**config.mk**
```make
export PLATFORM = sky130hd
export DESIGN_NAME = prl_ram
export DESIGN_NICKNAME = d
export VERILOG_FILES = /design/src/hdl/prl_ram.sv
export SDC_FILE = /design/constraint.sdc
export NUM_CORES = 1
export LEC_CHECK = 0
export ABC_AREA = 1
export BUFFER_PORTS_ARGS = -buffer_cell sky130_fd_sc_hd__buf_4
export CAP_MARGIN = 20
export CORE_UTILIZATION = 60
export DETAILED_ROUTE_END_ITERATION = 8
export HOLD_SLACK_MARGIN = 0.05
export PLACE_DENSITY = 0.78
export SKIP_LAST_GASP = 1
export SLEW_MARGIN = 20
export SYNTH_ARGS = -nofsm -noshare
export SYNTH_HDL_FRONTEND = slang
export SYNTH_SLANG_ARGS = --single-unit
```
**constraint.sdc**
```tcl
create_clock -name clk -period 1.35 [get_ports clk]
set_input_delay 0.27 -clock clk [delete_from_list [all_inputs] [get_ports clk]]
set_output_delay 0.27 -clock clk [all_outputs]
set_load 0.1 [all_outputs]
```
**src/hdl/prl_ram.sv**
```systemverilog
// ----------------------------------------------------------------------------
// prl_ram: generic single-clock RAM
// One write port, one read port, read data registered.
// ----------------------------------------------------------------------------
module prl_ram #(
	parameter int WIDTH = 8,
	parameter int DEPTH = 16
) (
	input  logic                     clk,
	input  logic                     we,
	input  logic [$clog2(DEPTH)-1:0] waddr,
	input  logic [WIDTH-1:0]         wdata,
	input  logic [$clog2(DEPTH)-1:0] raddr,
	output logic [WIDTH-1:0]         rdata
);

	logic [WIDTH-1:0] mem_q [DEPTH];
	logic [WIDTH-1:0] rdata_q;

	// write port and registered read port
	always_ff @(posedge clk) begin
		if (we) begin
			mem_q[waddr] <= wdata;
		end
		rdata_q <= mem_q[raddr];
	end

	assign rdata = rdata_q;

endmodule

```
# After elaboration in Yosys (flattened, before gate mapping)
# Memories as Yosys holds them, arrays and structs flattened. A register that Yosys moved wholly into a read port is not among the register bits.
# Index checks and enable logic that the tools add are counted.
# totals
n_memories	1
output_inout_bits	8
in_bits	18
regBits	0
ramBits	128
elab_cells	3
# memory_table
name	words	word_bits	read_ports	rd_clocked_by_memory_dff	write_ports	line	text
mem_q	16	8	1	1	1	17	logic [WIDTH-1:0] mem_q [DEPTH];
# classes
n_mux	2
# op_table
operator	count
two-way mux 1 bit	2

# Longest topological paths before layout
# depth
ltp_word	2
mapped_depth	8
depth_no_buf	7

# Worst setup path after synthesis
# No wires, ideal clock.
# synth_path
path_kind	input to register
startpoint	in waddr[2]
endpoint	mem mem_q[10][0], enable pin
n_path_buf	0
arrival_ps	851
cell_stages	2
slack_ps	129
required_time_ps	980
setup_ps	370
path_cell_list	nand3b_1 > nor2_1
# synth_lines
item	line	text
from (decl)	11	input logic [$clog2(DEPTH)-1:0] waddr,
to (decl)	17	
# Straight into the memory's write port.

# Final worst setup path
# layout_path
startpoint	reg rdata_q[1], in the netlist rdata[1], read port of mem_q
endpoint	out rdata[1]
# layout_lines
item	line	text
from (decl)	18	logic [WIDTH-1:0] rdata_q;
to (decl)	14	output logic [WIDTH-1:0] rdata
# No word-level cell between the ends.

==> reports/results.ini <==
[place]
gp_congestion = 0.874
place_hpwl_um = 7440
placed_area_mm2 = 0.00619
portBuffers = 25

[sta]
skew_ns = 0.00506
hold_slack_ns = 0.0772
setup_viol = 0
period_share_pct = 98.4
slew_headroom_pct = 79.9
period_needed_ns = 1.33
timing.fmax_mhz = 753
hold_viol_final = 0
worst_pin_slew_ns = 0.302
rsz0062_at_grt = true
report.final.slew_viol_count = 0
fin_setup_tns_ns = 0

[power]
p_total_w = 0.0102
combPwrFrac_pct = 8.8
power.switching_w = 0.00241
switching_share_pct = 23.5
ir_drop_mv = 0.954
seq_power_share_pct = 46.6
p_leak_nw = 2.99
intPower_w = 0.00783
clkPwrFrac_pct = 44.7
powerDensity_mw_per_mm2 = 1490

[drt]
met2_length_um = 6300
detail-route-antenna-nets = 0
dr_total_vias = 3955
vias_per_cell = 5.37
drtPass1Iterations = 5
wl_um = 12600
wl_met3_um = 1100
wl_per_cell_um = 17.1
drt_iter0_drc = 281
highest_layer = met4
drcViolationCount = 0
met1_length_um = 4660

[worst_hold_path]
hold_path.class = in -> reg
hold_path_depth = 3
holdCritStartpoint = raddr[3]
hold_end = rdata[0]$_DFF_P_

[clock_network]
cts.sinks = 136
cts.path.max_buffers = 2
cts_setup_buffers = 0
cts_made_buffers = 17
cts_htree_levels = 4
tritoncts = done
root_buffer = clkbuf_8
clock_latency_ns = 0.51
clkSlewWorstSetupHoldPaths_ns = 0.06
holdBufCountCts = 0

[setup_path]
critPathMaxStageDelay_ns = 0.37
worst-setup-path-type = reg -> out
crit_path_top_delay_cell = dfxtp_2
cp-end-kind = primary output
startpoint = rdata[1]$_DFF_P_
r2r_start = mem_q[6][0]$_DFFE_PP_
path_cells = buf_12
worst-path-buf-inv = 1
worstPathArrival_ns = 1.06
r2r_slack_ns = 0.23
critPathRequiredTime_ns = 1.08
ff2ff_path_depth = 6
crit_family = flip-flops
r2r-end = rdata[0]$_DFF_P_
crit_path_max_fanout = 1
cp-start-kind = flop

[synthesis]
synth_top_cell_area_share_pct = 66.7
synth_area_leaders = edfxtp_1 (67%), nand2_1 (11%), nand3_1 (8.4%), inv_1 (6.5%), dfxtp_1 (2.8%)
syn_inst = 551
ys_types = 12
yosysSeqAreaShare_pct = 69.4
synth_area_mm2 = 0.00577
syn-mean-instance-area_um2 = 10.5
synth_nets = 569
ys_seq_elements = 136
yosys_warnings = 0
yosys.area.top_type = edfxtp_1

[run]
cap_violations = 0

[global_route]
antenna_found_initial = 0
grt_pass1_wl_um = 20000
grt_max_degree = 65
overflow = 0
track_usage_pct = 28.1
grt_pass1_vias = 3878

[final_layout]
synthToLayoutAreaGrowth_pct = 19.5
multi_input_area_mm2 = 0.00121
layout_common_cells = nand2_1 (173), edfxtp_1 (128), inv_1 (100)
antenna_cells = 0
seqCellArea_mm2 = 0.00401
final_common_cell = nand2_1
final_design_area_no_fill_mm2 = 0.00689
drive_gt1_share_pct = 14.3
nFillCells = 603
fin_nets = 613

[floorplanning]
die_h_um = 100
num_io_pins = 26
dieArea_mm2 = 0.0100
rows = 35
fp.dieW_um = 100
start_util_pct = 62.1
coreArea_mm2 = 0.00928

[run_status]
outcome = finished, final reports clean

-- power by group through the flow --
stage                     Combinational, W  Clock [W]  Sequential [W]
after floorplan                   0.000333          0         0.00503
after global placement            0.000802          0         0.00483
after detailed placement          0.000819          0         0.00483
after CTS                         0.000868    0.00457         0.00476
after global routing              0.000966    0.00479         0.00477
final                             0.000898    0.00457         0.00477
-- worst max-delay path by stage --
stage	end	slack, ns	depth (start not counted)
final	rdata[1]	0.02	1
after CTS	rdata[1]	0.003	1
after global placement	rdata[6]$_DFF_P_	0.02	7
after floorplan	mem_q[10][0]$_DFFE_PP_	0.13	2
after detailed placement	rdata[0]$_DFF_P_	-0.02	7
after global routing	rdata[1]	-0.004	1
-- layer usage --
layer | GRT usage (%) | vias to the layer above
met3 | 7.24 | 35
met4 | 14.3 | 0
met5 | 0 | -
met2 | 45.5 | 209
li1 | - | 1865
met1 | 35.3 | 1846
-- cells in the mapped netlist (all sizes together) --
library cell  instances
dfxtp                 8
edfxtp              128
nor2                 17
nand2               173
nand3                97
nand3b                2
buf                  24
inv                 102
-- layout make-up --
type,count,area share (%)
Sequential cell,136,58.2
Multi-Input combinational cell,289,17.6
Timing Repair Buffer,49,7.70
Clock buffer,17,6.01
Inverter,102,5.56
Clock inverter,15,2.56
Tap cell,129,2.34
-- per-stage QoR --
step | instances | util (%) | setup WS, ns
after floorplan | 551 | - | 0.129
after global placement | 705 | 66.7 | 0.0153
after detailed placement | 705 | 66.7 | -0.0193
after CTS | 737 | 73.7 | 0.00300
after global routing | 737 | 74.2 | -0.00408
final | 737 | 74.2 | 0.0216
-- registers in the layout, indices dropped and copies added (netlist names) --
| signal | cells |
|---|---|
| rdata | 8 |
| mem_q | 128 |
-- kinds of logic (layout without fill, tap and decap cells) --
group	count (synthesis)	in the layout	share of synthesized area, %
and+or+nand+nor	289	289	21.0
buffers and inverters	126	183	9.52
DFF	136	136	69.4
-- what timing repair did --
item                       4_1_cts  5_1_grt
setup endpoints to repair        8        8
resized for setup               17       12
pin swaps                        0        0
Note: power is estimated with default switching activity, not from simulation.
