[config.mk]
export PLATFORM = sky130hd
export DESIGN_NAME = prl_alu
export DESIGN_NICKNAME = d
export VERILOG_FILES = /design/src/hdl/prl_pkg.sv /design/src/hdl/prl_alu.sv
export SDC_FILE = /design/constraint.sdc
export NUM_CORES = 1
export LEC_CHECK = 0
export BUFFER_PORTS_ARGS = -buffer_cell sky130_fd_sc_hd__buf_2
export CAP_MARGIN = 20
export CELL_PAD_IN_SITES_DETAIL_PLACEMENT = 1
export CELL_PAD_IN_SITES_GLOBAL_PLACEMENT = 2
export CORE_UTILIZATION = 28
export CTS_CLUSTER_DIAMETER = 40
export DETAILED_ROUTE_END_ITERATION = 16
export PLACE_DENSITY_LB_ADDON = 0.2
export SLEW_MARGIN = 20
export SYNTH_ARGS = -nofsm -noshare
export SYNTH_HDL_FRONTEND = slang
export SYNTH_SLANG_ARGS = --single-unit
[constraint.sdc]
create_clock -name clk -period 4.2 [get_ports clk]
set_input_delay 0.42 -clock clk [delete_from_list [all_inputs] [get_ports clk]]
set_output_delay 0.42 -clock clk [all_outputs]
set_load 0.01 [all_outputs]
[src/hdl/prl_pkg.sv]
// ----------------------------------------------------------------------------
// prl_pkg: shared types and constants of the per-client request rate limiter
// Table geometry, key layout, opcode and register codes, ALU request/response.
// ----------------------------------------------------------------------------
package prl_pkg;

	// table geometry
	localparam int TABLE_ENTRIES = 1024;
	localparam int IDX_W         = $clog2(TABLE_ENTRIES);
	localparam logic [IDX_W-1:0] ENTRY_LAST   = IDX_W'(TABLE_ENTRIES - 1);
	localparam logic [IDX_W:0]   ENTRIES_EXT  = (IDX_W + 1)'(TABLE_ENTRIES);

	// field widths
	localparam int DATA_W = 32;
	localparam int RULE_W = 16;
	localparam int IP_W   = 32;
	localparam int KEY_W  = 1 + RULE_W + IP_W;

	// count written on a block (-10000)
	localparam logic [DATA_W-1:0] BLOCK_COUNT = 32'hFFFF_D8F0;

	// item opcodes
	localparam logic OP_REQUEST = 1'b0;
	localparam logic OP_CONNECT = 1'b1;

	// configuration register indexes
	localparam int CFG_IDX_W = 1;
	localparam logic [CFG_IDX_W-1:0] REG_DROP_MODE   = 1'b0;
	localparam logic [CFG_IDX_W-1:0] REG_ACTION_CODE = 1'b1;

	// one table slot as stored in the RAM
	typedef struct packed {
		logic              valid;
		logic [KEY_W-1:0]  key;
		logic [DATA_W-1:0] start_time;
		logic [DATA_W-1:0] count;
		logic [DATA_W-1:0] block_time;
	} slot_t;

	// shared ALU
	typedef enum logic {
		ALU_ADD,
		ALU_SUB
	} alu_op_t;

	typedef struct packed {
		alu_op_t           op;
		logic [DATA_W-1:0] a;
		logic [DATA_W-1:0] b;
	} alu_req_t;

	typedef struct packed {
		logic [DATA_W-1:0] res;
		logic              borrow;  // a < b (unsigned) for ALU_SUB
	} alu_rsp_t;

endpackage

[src/hdl/prl_alu.sv]
// ----------------------------------------------------------------------------
// prl_alu: shared 32-bit add/subtract unit
// One operation per cycle, result and borrow registered.
// ----------------------------------------------------------------------------
module prl_alu import prl_pkg::*; (
	input  logic     clk,
	input  alu_req_t req,
	output alu_rsp_t rsp
);

	logic [DATA_W-1:0] b_x;
	logic              cin;
	logic [DATA_W:0]   sum;
	alu_rsp_t          rsp_q;

	// a + b, or a + ~b + 1 for subtract
	always_comb begin
		case (req.op)
			ALU_SUB: begin
				b_x = ~req.b;
				cin = 1'b1;
			end
			default: begin
				b_x = req.b;
				cin = 1'b0;
			end
		endcase
		sum = {1'b0, req.a} + {1'b0, b_x} + (DATA_W + 1)'(cin);
	end

	always_ff @(posedge clk) begin
		rsp_q.res    <= sum[DATA_W-1:0];
		rsp_q.borrow <= (req.op == ALU_SUB) ? ~sum[DATA_W] : 1'b0;
	end

	assign rsp = rsp_q;

endmodule

# Yosys cells after proc, flatten, opt, wreduce, memory -nomap -nowiden

Index checks and enable logic that the tools add are counted.

Bits of input ports: 66
Output and inout bits: 33
Flip-flop bits (word level): 33
Logic and storage cells: 8

Bitwise gates (word level): 2
Multiplexer cells: 2
$add $sub $neg: 2

Operators with widths:

| kind                    | number |
|---|---|
| adder 32 x 32 -> 33 bit | 1 |
| adder 33 x 1 -> 33 bit  | 1 |
| two-way mux 32 bit      | 1 |
| NOT 32 bit              | 1 |
| two-way mux 1 bit       | 1 |
| NOT 1 bit               | 1 |

# Logic depth before layout (Yosys ltp)

Gate-level depths: netlist of the first run.

Depth in word-level cells: 5
Mapped depth: 13
Depth with buffers taken out: 11

# Worst setup path before layout of the first run

OpenSTA, ideal clock, no wires.

Kind: input port to flip-flop
From: input req[64] (netlist name)
To: register rsp_q (netlist bit rsp[28])
Path buffers: 2
Data arrival time: 3036 ps
Stages on the path: 12
Path slack: 1037 ps
Library setup time: 127 ps
Data required time: 4073 ps
Path through: buf_2 -> buf_1 -> xor2_1 -> ha_1 -> a21oi_1 -> o21ai_0 -> a221oi_1 -> o31ai_4 -> a211o_1 -> a31oi_2 -> o21ai_0 -> xor2_1

Longest elaborated chain between the ends: 3
Elaborated cells between the ends (all ways): 4
Classes of those cells: 2 x add/sub; 2 x mux

RTL lines:

| item                     | RTL line      | text |
|---|---|---|
| start: declaration       | prl_alu.sv:7  | `input alu_req_t req,` |
| two-way mux 32 bit       | prl_alu.sv:18 | `case (req.op)` |
| adder 32 x 32 -> 33 bit  | prl_alu.sv:28 | `sum = {1'b0, req.a} + {1'b0, b_x} + (DATA_W + 1)'(cin);` |
| adder 33 x 1 -> 33 bit * | prl_alu.sv:28 |  |
| net sum[27]              | prl_alu.sv:13 | `logic [DATA_W:0] sum;` |
| end: declaration         | prl_alu.sv:14 | `alu_rsp_t rsp_q;` |

The timed path passes the listed nets; every way through them passes the cells marked *.
A chain may end at the register's enable or synchronous reset.

# Final worst setup path of the first run

From: input req[64] (netlist name)
To: register rsp_q (netlist bit rsp[29])

Same word-level chain as after synthesis.

==> results of run 1 <==
[area by class of cell]
cell class,instances,area [µm²]
clock buffers,7,86.33
well taps,129,161.4
repair buffers,99,498.0
clock inverters,1,30.03
flip-flops and latches,33,660.6
multi-input cells,269,1996
inverters,13,48.80
fillers,1202,5891
[stage by stage]
step	instances	setup WS [ns]	hold WS (ns)
final	551	0.8854	0.3270
after global routing	551	0.5689	0.3149
after CTS	551	0.8371	0.3158
after detailed placement	543	0.5580	0.6400
after global placement	543	0.6679	0.6359
after floorplan	324	1.037	0.5127
[layout by cell type, fill, tap and decap left out, types with 3 or more instances in the layout]
master | Yosys | final
buf_2 | 2 | 98
xor2_1 | 40 | 40
a21oi_1 | 33 | 33
ha_1 | 33 | 33
dfxtp_1 | 33 | 33
nor2_1 | 27 | 27
o21ai_0 | 21 | 21
nand2_1 | 19 | 19
xnor2_1 | 16 | 16
a21o_1 | 14 | 14
inv_1 | 13 | 13
a31oi_1 | 7 | 7
nand4_1 | 6 | 6
nand2b_1 | 6 | 6
clkbuf_8 | 0 | 6
nand3_1 | 4 | 4
mux2i_1 | 3 | 3
nor3_1 | 3 | 3
o21bai_1 | 3 | 3
o31ai_1 | 3 | 3
[cell usage after synthesis, drive strengths merged]
cell,n
nand2,19
o41ai,2
nor2,27
fa,1
ha,33
o221ai,2
a311o,2
nand3,4
inv,13
nor3,3
a21oi,33
clkbuf,4
nor2b,2
o211a,1
and4,1
a211o,2
nor4,1
o311ai,1
a221oi,1
o21ai,22
and2,2
nand3b,1
a21boi,2
mux2i,3
o31ai,4
nand2b,6
a21o,14
a31oi,9
and3,1
xor2,40
o211ai,2
dfxtp,33
nand4,6
buf,5
o21bai,3
xnor2,16
nor3b,1
o21a,2
[logic make-up after synthesis]
logic type	after synthesis
fa+ha+maj	34
xor+xnor	56
buf+inv	22
flops	33
compound gates	102
simple gates	74
mux	3
[path summary, 6_finish.rpt]
path | to | slack [ns] | cells past startpoint
hold / removal | rsp[1]$_DFF_P_ | 0.33 | 2
setup / recovery | rsp[29]$_DFF_P_ | 0.89 | 12
[layer usage]
metal  track usage  up-vias  share of wire
li1              -     1345              -
met1        0.2161     1177           0.50
met2        0.2582       63           0.44
met3       0.02982        8          0.047
met4       0.04682        2          0.012
met5             0        -         0.0017
[report_power, final]
group | internal (mW) | switching, mW | total, mW
Sequential | 0.415 | 0.0253 | 0.440
Clock | 0.194 | 0.126 | 0.320
Combinational | 0.285 | 0.382 | 0.667
==> impl_metrics.ini, run 1 <==
[run_status]
status = complete, no violations

[synth]
synth_area_leaders = dfxtp_1, ha_1, xor2_1
synth_simple_gate_area_frac = 0.1255
synth_nets = 424
synth_top_family_by_area = compound AO/OA/AOI/OAI gates
synth_cell_type_count = 45
synth_mux_area_frac = 0.01095
synthXorXnorAreaFrac = 0.1789
yosys_register_bits = 33
ys_warn_count = 0
synth_area_um2 = 2741
synth_compound_area_frac = 0.2547
yosysTopAreaCellShare = 0.2410
synthAdderAreaFrac = 0.1579
yosysSeqAreaShare = 0.2410
yosysTopAreaCell = dfxtp_1
postSynthCellCount = 324
syn_avg_cell_area_um2 = 8.461

[power]
ir_drop_uv = 121.4
total_leakage_power_nw = 1.704
power.total_mw = 1.427
power_density_nw_per_um2 = 409.9

[clock_network]
hold_buffers = 0
clockBufferDepth = 2
postCtsSetupBuffers = 0
root_buffer = clkbuf_8
cts_tree = yes
numCtsBuffers = 5
htree_levels = 2
cts_num_sinks = 33
clkTransAtPathRegs_ns = 0.08
cts-resized-gates = 0

[floorplanning]
io_pins = 99
die_h_um = 100.9
die-area_um2 = 10190
rows = 35
fp.dieW_um = 100.9
core_um2 = 9371
start_util = 0.2925

[route]
drt_iter0_markers = 52
ant_nets = 0
drt-total-wl_um = 7793
vias = 2595
via_per_inst = 4.710
firstDrtPassIters = 4
wl_per_cell_um = 14.14
drcViolationCount = 0

[global_routing]
grt_max_degree = 20
grt_usage = 0.1599
grt_pass1_vias = 2726
antenna_found_initial = 1
grt_pass1_wl_um = 12880
grt.overflow.total = 0

[min_path]
hp-class = in2reg
min_from = req[32]

[timing]
finalSetupTns_ns = 0
setup_viol = 0
finalHoldViolations = 0
final_max_slew_viol_count = 0
fin_crit_ns = 3.315
tightest_slew_ns = 0.7007
rsz0062_at_grt = no
fmax_mhz = 301.7
slew_headroom = 0.5279
period_share = 0.7892

[placement]
dpl.hpwl_um = 6350
gp_congestion = 0.7800
port_buffers = 98
dpl_cell_area_um2 = 3364

[setup_path]
cp-start-kind = input port
crit_family = compound AO/OA/AOI/OAI gates
cp_cell_sequence = buf_2 > xor2_1 > inv_1 > fa_1 > nand2b_1 > a21oi_1 > o31ai_1 > a21oi_1 > o21ai_0 > o41ai_1 > a311o_1 > xor2_1
crit_arrival_ns = 3.54
end_kind = flip-flop
cp_max_fo = 15
cp_slowest_cell = o41ai_1
cp-startpoint = req[64]
cp_data_required_time_ns = 4.42
cpPeakStageDelay_ns = 0.58
path_class = in2reg
crit_buf_inv = 2

[job]
drv_cap = 0

[finish]
drive_above_1_share = 0.2654
final_nets = 521
final_util = 0.3714
n_antenna_cell = 0
layout-area-overhead-vs-synth_pct = 26.97
largest_register_ffs = 33
design_area_um2 = 3481
No activity file was read; power rests on OpenSTA's default activity.
==> run 2, diff against run 1 <==
==> constraint.sdc (replaced) <==
create_clock -name clk -period 3.1 [get_ports clk]
set_input_delay 0.31 -clock clk [delete_from_list [all_inputs] [get_ports clk]]
set_output_delay 0.31 -clock clk [all_outputs]
set_load 0.01 [all_outputs]
==> run 2 against run 1 <==
Worst setup slack got worse by 0.53 ns. Non-clock buffer count rose by 20. Via count grew 4.3%. Flip-flop and latch count is the same. Critical path type unchanged. First-iteration DRC count fell by 58%. Final cell count rose by 3.6%. Count of clock-buffer cells in the layout fell by 2. Clock power up 35%. Critical path depth unchanged. Routed wire length increased by 1.5%.
==> impl_metrics.ini, run 2 (synthesis results as in run 1) <==
[power]
power_density_nw_per_um2 = 543.4
total_leakage_power_nw = 1.805
power.total_mw = 1.983
ir_drop_uv = 205.4

[route]
vias = 2706
ant_nets = 0
drt_iter0_markers = 22
via_per_inst = 4.739
firstDrtPassIters = 4
drt-total-wl_um = 7911
wl_per_cell_um = 13.85
drcViolationCount = 0

[floorplanning]
core_um2 = 9371
io_pins = 99
die_h_um = 100.9
fp.dieW_um = 100.9
start_util = 0.2925
die-area_um2 = 10190
rows = 35

[clock_network]
cts_tree = yes
postCtsSetupBuffers = 0
cts_num_sinks = 33
root_buffer = clkbuf_8
htree_levels = 2
clkTransAtPathRegs_ns = 0.08
numCtsBuffers = 5
clockBufferDepth = 2

[setup_path]
path_class = in2reg
crit_arrival_ns = 2.92
cp_data_required_time_ns = 3.27
cp_max_fo = 7
end_kind = flip-flop
cp-start-kind = input port

[global_routing]
grt.overflow.total = 0
grt_usage = 0.1623
grt_max_degree = 14
grt_pass1_vias = 2758
antenna_found_initial = 0
grt_pass1_wl_um = 12910

[run_status]
status = complete, no violations

[timing]
finalHoldViolations = 0
fmax_mhz = 364.3
rsz0062_at_grt = no
fin_ws_ns = 0.3550
fin_crit_ns = 2.745
tightest_slew_ns = 0.4946
period_share = 0.8855
slew_headroom = 0.6691
finalSetupTns_ns = 0
final_max_slew_viol_count = 0
setup_viol = 0

[finish]
drive_above_1_share = 0.3032
final_util = 0.3895
layout-area-overhead-vs-synth_pct = 33.14
n_antenna_cell = 0
final_cell_mix = buf_2, xor2_1, a21oi_1, ha_1, dfxtp_1
mostFrequentLayoutCell = buf_2
final_nets = 541
largest_register_ffs = 33

[min_path]
whs_path_depth = 2
min_from = req[32]
hold_end = rsp[1]$_DFF_P_
hp-class = in2reg

[placement]
gp_congestion = 0.7562
dpl.hpwl_um = 6644
pre_cts_ws_ns = -0.04699
port_buffers = 98

[job]
drv_cap = 0
-- run 2: cell count changes in the layout (fill, tap and decap cells not counted), sizes merged --
cell / delta
buf: +20
clkbuf: -2
clkinv: +1
clkinvlp: +1
-- run 2: cell type report --
class / instances / area (µm²)
timing repair buffer: 119 / 660.6
clock buffer: 5 / 68.82
tap: 129 / 161.4
sequential: 33 / 660.6
clock inverter: 3 / 46.29
fill: 1193 / 5722
inverter: 13 / 48.80
multi-input combinational: 269 / 2003
-- run 2: how the worst max path moves through the flow --
stage                     startpoint              end
after floorplan              req[64]  rsp[28]$_DFF_P_
after global placement       req[64]  rsp[27]$_DFF_P_
after detailed placement     req[64]  rsp[29]$_DFF_P_
after CTS                    req[64]  rsp[29]$_DFF_P_
after global routing         req[64]  rsp[27]$_DFF_P_
final                        req[64]  rsp[19]$_DFF_P_
-- run 2: critical path, cell delays in order --
cell,delay (ns)
buf_2,0.20
xor2_1,0.21
inv_1,0.08
fa_1,0.43
nand2b_1,0.18
a21oi_1,0.22
o31ai_1,0.12
a21oi_1,0.19
o21ai_0,0.18
a21boi_0,0.37
nor4_1,0.09
a311o_1,0.33
-- run 2: per-layer routing --
| layer | GRT usage | vias up | part of all wire |
|---|---|---|---|
| li1 | - | 1389 | - |
| met1 | 0.2142 | 1249 | 0.50 |
| met2 | 0.2703 | 63 | 0.45 |
| met3 | 0.02982 | 5 | 0.042 |
| met4 | 0.04348 | 0 | 0.0087 |
| met5 | 0 | - | 0 |
-- run 2: where the power goes --
group	switching, mW	internal [mW]	total (mW)
sequential	0.0358	0.562	0.598
clock	0.190	0.241	0.431
combinational	0.524	0.430	0.954
-- run 2: repair_timing --
action | in CTS | in global routing
setup endpoints to repair | 0 | 1
endpoints found under the hold margin | 0 | 0
resized for setup | 0 | 1
hold buffers | 0 | 0
-- run 2: through the flow --
stage	std cells	cell area [µm²]	hold slack, ns
final	571	3650	0.2163
after global routing	571	3650	0.2055
after CTS	571	3642	0.1989
after detailed placement	563	3527	0.5265
after global placement	563	3527	0.5199
after floorplan	324	2741	0.4027
